`src/hw/rtl/fcrc_pkg.sv`:
```
// Types, codes and the byte-wide CRC-16 update for the frame CRC-16 block.
package fcrc_pkg;

    localparam logic [15:0] CRC_POLY = 16'h8005;
    localparam int          QUEUE_DEPTH = 4;
    localparam int          QPTR_W = $clog2(QUEUE_DEPTH);
    localparam int          QCNT_W = $clog2(QUEUE_DEPTH + 1);

    localparam logic       KIND_CRC    = 1'b0;
    localparam logic       KIND_STATUS = 1'b1;

    localparam logic [1:0] STATUS_OK      = 2'd0;
    localparam logic [1:0] STATUS_BAD_CRC = 2'd1;
    localparam logic [1:0] STATUS_SHORT   = 2'd2;

    typedef struct packed {
        logic       kind;
        logic [7:0] crc_byte;
        logic [1:0] status;
        logic       last;
    } t_result;

    typedef struct packed {
        logic [1:0] count;
        t_result    res0;
        t_result    res1;
    } t_push;

    // Eight CRC steps, data bits taken least significant first.
    function automatic logic [15:0] crc_feed(input logic [15:0] crc_in,
                                             input logic [7:0]  data);
        logic [15:0] crc;
        logic        fb;
        crc = crc_in;
        for (int i = 0; i < 8; i++) begin
            fb  = data[i] ^ crc[15];
            crc = {crc[14:0], 1'b0};
            if (fb) begin
                crc = crc ^ CRC_POLY;
            end
        end
        return crc;
    endfunction

endpackage

```
`src/hw/rtl/frame_crc16_generate_check_top.sv`:
```
// Top level of the frame CRC-16 generator and checker.
//
//   channel  | handshake                  | payload
//   ---------+----------------------------+---------------------------------------
//   input    | i_in_valid / o_in_stall    | i_data_byte, i_frame_start
//   result   | o_out_valid / i_out_stall  | o_result_kind, o_crc_byte,
//            |                            | o_check_status, o_last_of_run
//   config   | i_cfg_valid / o_cfg_ready  | i_cfg_check_mode
//
// A word is taken into the input register, processed and its results land in a
// four-entry result queue; one word per cycle is accepted while the input is not stalled.
// A word's first result is offered once the word has passed the input register and the queue;
// generate mode puts two results per frame end into the queue, which drains one per unstalled cycle.
// The input stalls only while the queue has fewer than two free entries.
// Reset is synchronous and clears the frame state, the queue and check_mode.
module frame_crc16_generate_check_top (
    input  logic       i_clk,
    input  logic       i_rst_n,
    input  logic       i_in_valid,
    output logic       o_in_stall,
    input  logic [7:0] i_data_byte,
    input  logic       i_frame_start,
    output logic       o_out_valid,
    input  logic       i_out_stall,
    output logic       o_result_kind,
    output logic [7:0] o_crc_byte,
    output logic [1:0] o_check_status,
    output logic       o_last_of_run,
    input  logic       i_cfg_valid,
    output logic       o_cfg_ready,
    input  logic       i_cfg_check_mode
);

    logic       r_in_valid;
    logic [7:0] r_in_data;
    logic       r_in_start;

    logic              room;
    logic              fire;
    logic              accept;
    fcrc_pkg::t_push   push;
    fcrc_pkg::t_result result;

    assign fire        = r_in_valid && room;
    assign o_in_stall  = r_in_valid && !room;
    assign accept      = i_in_valid && !o_in_stall;
    assign o_cfg_ready = 1'b1;

    always_ff @(posedge i_clk) begin
        if (!i_rst_n) begin
            r_in_valid <= 1'b0;
        end else if (accept) begin
            r_in_valid <= 1'b1;
        end else if (fire) begin
            r_in_valid <= 1'b0;
        end
    end

    always_ff @(posedge i_clk) begin
        if (accept) begin
            r_in_data  <= i_data_byte;
            r_in_start <= i_frame_start;
        end
    end

    fcrc_core u_core (
        .i_clk            (i_clk),
        .i_rst_n          (i_rst_n),
        .i_cfg_we         (i_cfg_valid && o_cfg_ready),
        .i_cfg_check_mode (i_cfg_check_mode),
        .i_fire           (fire),
        .i_data_byte      (r_in_data),
        .i_frame_start    (r_in_start),
        .o_push           (push)
    );

    fcrc_outq u_outq (
        .i_clk    (i_clk),
        .i_rst_n  (i_rst_n),
        .i_push   (push),
        .o_room   (room),
        .o_valid  (o_out_valid),
        .i_stall  (i_out_stall),
        .o_result (result)
    );

    assign o_result_kind  = result.kind;
    assign o_crc_byte     = result.crc_byte;
    assign o_check_status = result.status;
    assign o_last_of_run  = result.last;

endmodule

```
`src/hw/rtl/fcrc_core.sv`:
```
// Frame tracking, CRC update and result forming for one word per cycle while i_fire is high.
module fcrc_core (
    input  logic               i_clk,
    input  logic               i_rst_n,
    input  logic               i_cfg_we,
    input  logic               i_cfg_check_mode,
    input  logic               i_fire,
    input  logic [7:0]         i_data_byte,
    input  logic               i_frame_start,
    output fcrc_pkg::t_push    o_push
);

    logic        r_check_mode;
    logic [15:0] r_crc;
    logic [7:0]  r_pos;
    logic [7:0]  r_len;
    logic        r_active;
    logic [7:0]  r_first;

    logic [15:0] n_crc;
    logic [7:0]  n_pos;
    logic [7:0]  n_len;
    logic        n_active;
    logic [7:0]  n_first;

    logic [15:0] crc_in;
    logic [15:0] crc_fed;
    logic [7:0]  data_len;
    logic [7:0]  pos_inc;
    logic        crc_ok;
    fcrc_pkg::t_result crc_lo;
    fcrc_pkg::t_result crc_hi;
    fcrc_pkg::t_result stat;

    assign crc_in   = i_frame_start ? 16'd0 : r_crc;
    assign crc_fed  = fcrc_pkg::crc_feed(crc_in, i_data_byte);
    assign data_len = r_len - 8'd2;
    assign pos_inc  = r_pos + 8'd1;
    assign crc_ok   = (r_first == r_crc[7:0]) && (i_data_byte == r_crc[15:8]);

    assign crc_lo = '{kind: fcrc_pkg::KIND_CRC, crc_byte: crc_fed[7:0],
                      status: fcrc_pkg::STATUS_OK, last: 1'b0};
    assign crc_hi = '{kind: fcrc_pkg::KIND_CRC, crc_byte: crc_fed[15:8],
                      status: fcrc_pkg::STATUS_OK, last: 1'b1};

    always_comb begin
        n_crc    = r_crc;
        n_pos    = r_pos;
        n_len    = r_len;
        n_active = r_active;
        n_first  = r_first;
        stat     = '{kind: fcrc_pkg::KIND_STATUS, crc_byte: 8'd0,
                     status: fcrc_pkg::STATUS_OK, last: 1'b1};
        o_push   = '{count: 2'd0, res0: crc_lo, res1: crc_hi};
        if (i_frame_start) begin
            n_len = i_data_byte;
            if (i_data_byte < 8'd3) begin
                n_active    = 1'b0;
                n_crc       = 16'd0;
                n_pos       = 8'd0;
                stat.status = fcrc_pkg::STATUS_SHORT;
                o_push      = '{count: 2'd1, res0: stat, res1: crc_hi};
            end else begin
                n_active = 1'b1;
                n_crc    = crc_fed;
                n_pos    = 8'd1;
                if (i_data_byte == 8'd3 && !r_check_mode) begin
                    n_active     = 1'b0;
                    o_push.count = 2'd2;
                end
            end
        end else if (r_active) begin
            if (r_pos < data_len) begin
                n_crc = crc_fed;
                n_pos = pos_inc;
                if (pos_inc == data_len && !r_check_mode) begin
                    n_active     = 1'b0;
                    o_push.count = 2'd2;
                end
            end else if (!r_check_mode) begin
                n_active = 1'b0;
            end else if (r_pos == data_len) begin
                n_first = i_data_byte;
                n_pos   = pos_inc;
            end else begin
                n_active    = 1'b0;
                stat.status = crc_ok ? fcrc_pkg::STATUS_OK : fcrc_pkg::STATUS_BAD_CRC;
                o_push      = '{count: 2'd1, res0: stat, res1: crc_hi};
            end
        end
        if (!i_fire) begin
            o_push.count = 2'd0;
        end
    end

    always_ff @(posedge i_clk) begin
        if (!i_rst_n) begin
            r_check_mode <= 1'b0;
            r_crc        <= 16'd0;
            r_pos        <= 8'd0;
            r_len        <= 8'd0;
            r_active     <= 1'b0;
        end else begin
            if (i_cfg_we) begin
                r_check_mode <= i_cfg_check_mode;
            end
            if (i_fire) begin
                r_crc    <= n_crc;
                r_pos    <= n_pos;
                r_len    <= n_len;
                r_active <= n_active;
            end
        end
    end

    always_ff @(posedge i_clk) begin
        if (i_fire) begin
            r_first <= n_first;
        end
    end

endmodule

```
`src/hw/rtl/fcrc_outq.sv`:
```
// Result queue that takes up to two results per cycle and delivers one per cycle while not stalled.
module fcrc_outq (
    input  logic               i_clk,
    input  logic               i_rst_n,
    input  fcrc_pkg::t_push    i_push,
    output logic               o_room,
    output logic               o_valid,
    input  logic               i_stall,
    output fcrc_pkg::t_result  o_result
);

    fcrc_pkg::t_result r_mem [fcrc_pkg::QUEUE_DEPTH];
    logic [fcrc_pkg::QPTR_W-1:0] r_wr;
    logic [fcrc_pkg::QPTR_W-1:0] r_rd;
    logic [fcrc_pkg::QCNT_W-1:0] r_cnt;
    logic [fcrc_pkg::QPTR_W-1:0] wr_next;
    logic                        pop;

    assign wr_next  = r_wr + fcrc_pkg::QPTR_W'(1);
    assign o_valid  = (r_cnt != '0);
    assign pop      = o_valid && !i_stall;
    assign o_result = r_mem[r_rd];
    assign o_room   = (r_cnt <= fcrc_pkg::QCNT_W'(fcrc_pkg::QUEUE_DEPTH - 2));

    always_ff @(posedge i_clk) begin
        if (i_push.count != 2'd0) begin
            r_mem[r_wr] <= i_push.res0;
        end
        if (i_push.count == 2'd2) begin
            r_mem[wr_next] <= i_push.res1;
        end
    end

    always_ff @(posedge i_clk) begin
        if (!i_rst_n) begin
            r_wr  <= '0;
            r_rd  <= '0;
            r_cnt <= '0;
        end else begin
            r_wr  <= r_wr + fcrc_pkg::QPTR_W'(i_push.count);
            r_cnt <= r_cnt + fcrc_pkg::QCNT_W'(i_push.count)
                     - fcrc_pkg::QCNT_W'(pop);
            if (pop) begin
                r_rd <= r_rd + fcrc_pkg::QPTR_W'(1);
            end
        end
    end

endmodule

```
`config.mk`:
```
export PLATFORM = sky130hd
export DESIGN_NAME = frame_crc16_generate_check_top
export DESIGN_NICKNAME = d
export VERILOG_FILES = /design/src/hw/rtl/fcrc_pkg.sv /design/src/hw/rtl/frame_crc16_generate_check_top.sv /design/src/hw/rtl/fcrc_core.sv /design/src/hw/rtl/fcrc_outq.sv
export SDC_FILE = /design/constraint.sdc
export NUM_CORES = 1
export LEC_CHECK = 0
export BUFFER_PORTS_ARGS = -buffer_cell sky130_fd_sc_hd__buf_4
export CAP_MARGIN = 20
export CORE_UTILIZATION = 50
export CTS_BUF_LIST = sky130_fd_sc_hd__clkbuf_8
export DETAILED_ROUTE_END_ITERATION = 8
export PLACE_DENSITY = 0.78
export SLEW_MARGIN = 20
export SYNTH_ARGS = -nofsm -noshare
export SYNTH_HDL_FRONTEND = slang
export SYNTH_SLANG_ARGS = --single-unit
```
`constraint.sdc`:
```
create_clock -name i_clk -period 9.4 [get_ports i_clk]
set_clock_uncertainty 0.05 [all_clocks]
set_input_delay 1.41 -clock i_clk [delete_from_list [all_inputs] [get_ports i_clk]]
set_output_delay 1.41 -clock i_clk [all_outputs]
set_load 0.01 [all_outputs]
```
==> results.ini <==
[global_route]
antenna_found_initial=0
grt-ovfl-total=0
met1_usage=0.304
grt_max_degree=45
gr-max-usage-layer=met2
use_met2=0.352
grt_usage=0.224
grt_pass1_vias=4351
grt_pass1_wl_mm=21.9
grt_use_met3=0.0400

[power_and_ir_drop]
ir_worst_vdd_mv=0.113
p_clk_frac=0.253
finalPower_mw=1.16
p_leak_nw=2.42
switching_share=0.308
cellPowerDensity_mw_per_mm2=177
p_seq_frac=0.489
intPower_mw=0.804
combPwrFrac=0.258
p_sw_mw=0.357

[sta]
timing.final.crit_share=0.554
setup_tns_ns=0
final-hold-violation-count=0
fin_crit_ns=5.20
hold_ws_ns=0.439
max_slew_margin=0.301
tightest_slew_ns=1.05
rsz0062_at_grt=no
setup_viol=0
maxSlewViolCount=0
max_freq_mhz=192

[logic_synthesis]
seq_area_frac_synth=0.438
synth_area_leaders=edfxtp_1 (24%), dfxtp_1 (20%), xnor2_1 (7.2%), mux4_2 (4.4%), nor2b_1 (3.3%)
synth_edf_count=49
synth_seq_cells=109
synth_area_mm2=0.00610
yosysTopAreaCell=edfxtp_1
ys_warn_count=0
synthTopCellsByCount=dfxtp_1 (60), xnor2_1 (50), edfxtp_1 (49), nor2_1 (49), nand2_1 (38)
synthFlopType=dfxtp_1
synth_area_per_cell_um2=10.2
synth_nets=626
async_reset_ff_frac=0
synth_cells=596
synth.top_cell.area_share=0.241
synthMostInstantiatedCell=dfxtp_1
ys_types=66

[detailed_routing]
drtIter0Drc=350
detail-route-antenna-nets=0
drt-pass1-iter-count=5
drt-vias-per-instance=6.01
drcViolationCount=0
vias=4521
totalWireLength_mm=13.3
route.detailed.wl_per_inst_um=17.7

[clock_network]
clkTransAtPathRegs_ns=0.11
cts_hold_buf=0
ctsHtreeMaxLevel=3
cts_resized=0
cts_tree=done
root_buffer=clkbuf_8
cts_buffer_depth=2
cts_buffers=9
post-cts-setup-buffer-count=0
clock-sinks=109
insertion_delay_ns=0.40

[layout]
syn2layout_area_growth_pct=7.49
instances_no_fill=752
final_area_mm2=0.00656
drive_above_1_share=0.115
nets=634
antenna_cells=0
nFillCells=959

[setup_path]
path_class=flip-flop to flip-flop
critPathMaxStageDelay_ns=0.89
cp_max_fo=19
end_kind=flip-flop
required_ns=9.65
startpoint_type=flip-flop
arrival_ns=5.46
crit_slowest_cell=nor3b_1
path_cells=or4_1 > or3_4 > and2_1 > ha_1 > o21a_1 > a21oi_1 > nor3b_1 > and4_1 > nor2_4 > ha_1 > fa_1 > xor2_1 > xnor2_1 > and2_1

[place]
dp.cells=736
placed_cell_area_mm2=0.00635
portBuffers=28
dpl.hpwl_mm=10.1
place_congestion=0.927

[outcome]
status=complete, no violations

[floorplan]
die_w_um=112
ios=30
die_area_mm2=0.0126
rows=39
start_util=0.523
die_y_um=112
core_area_mm2=0.0117

[job]
cap_viol_max_count=0

[hold_path]
hold_class=flip-flop to flip-flop

==> power by group through the flow <==
stage	logic, mW	registers (mW)	clock network, mW
final	0.299	0.568	0.294
after global routing	0.330	0.574	0.315
after CTS	0.300	0.569	0.298
after detailed placement	0.298	0.579	0
after global placement	0.288	0.578	0
after floorplan	0.242	0.549	0
==> registers in the layout, summed over array words and instances (netlist names), named ones only <==
| signal | cells |
|---|---|
| u_outq.r_mem | 48 |
| u_core.r_crc | 16 |
| r_in_data | 8 |
| u_core.r_first | 8 |
| u_core.r_len | 8 |
| u_core.r_pos | 8 |
| u_outq.r_cnt | 3 |
| u_outq.r_rd | 2 |
| u_outq.r_wr | 2 |
| r_in_start | 1 |
| r_in_valid | 1 |
| u_core.r_active | 1 |
| u_core.r_check_mode | 1 |
==> cells in the final DEF (no fill, tap or decap), types with 4 or more instances in the layout <==
cell type	netlist	final
dfxtp_1	60	60
xnor2_1	50	50
nor2_1	49	49
edfxtp_1	49	49
nand2_1	38	38
nor2b_1	32	32
buf_4	4	30
a21oi_1	24	24
a22oi_1	21	21
inv_1	17	17
nand3_1	16	16
mux2i_1	16	16
nor3_1	15	14
o21ai_0	14	14
ha_1	14	14
and2_1	12	12
mux4_2	12	12
xor2_1	9	9
a21boi_0	9	9
clkbuf_8	0	9
o211ai_1	8	8
nand4_1	8	8
and3_1	8	8
o21a_1	7	7
a211o_1	7	7
or3_1	4	4
a22o_1	4	4
==> per-layer routing <==
layer / share of wire / vias up
met1: 0.47 / 2165
met3: 0.048 / 29
li1: - / 2182
met4: 0.028 / 0
met2: 0.46 / 145
met5: 0 / -
==> final timing paths <==
| kind | cells after the start | slack, ns | startpoint | end |
|---|---|---|---|---|
| worst max register to register | 14 | 4.20 | u_core.r_len[1] | u_outq.r_cnt[2] |
| worst min register to register | 2 | 0.44 | u_outq.r_mem[0][1] | u_outq.r_mem[0][1] |
| worst max-delay path | 14 | 4.20 | u_core.r_len[1] | u_outq.r_cnt[2] |
| worst min-delay path | 2 | 0.44 | u_outq.r_mem[0][1] | u_outq.r_mem[0][1] |
==> cell type report <==
cell class	count	area [µm²]	area share
Clock inverter	7	80.1	0.0122
Inverter	18	67.6	0.0103
Timing Repair Buffer	30	225	0.0344
Tap cell	143	179	0.0273
Sequential cell	109	2670	0.408
Clock buffer	9	124	0.0189
Multi-Input combinational cell	436	3210	0.489
==> stage by stage <==
step | utilization | worst slack (ns)
2_1_floorplan | - | 4.83
3_3_place_gp | 0.544 | 4.35
3_5_place_dp | 0.545 | 4.16
4_1_cts | 0.562 | 4.16
5_1_grt | 0.562 | 3.93
6_report | 0.562 | 4.20
==> logic make-up after synthesis <==
| group | after synthesis | share of synthesized area |
|---|---|---|
| simple gates | 199 | 0.172 |
| compound gates | 130 | 0.152 |
| flops | 109 | 0.438 |
| xor+xnor | 62 | 0.0960 |
| buf+inv | 51 | 0.0367 |
| mux | 29 | 0.0724 |
| fa+ha+maj | 15 | 0.0320 |
| other cells | 1 | 0.000615 |
==> worst max-delay path: cells and delay by family, from the launching register on <==
family | cells | cell delay [ns]
AND/OR/NAND/NOR | 7 | 2.81
XOR/XNOR | 2 | 0.29
AO/OA/AOI/OAI | 2 | 0.52
adder cells (fa/ha/maj) | 3 | 1.08
flip-flops | 1 | 0.37
Power figures use the tool's default switching activity.
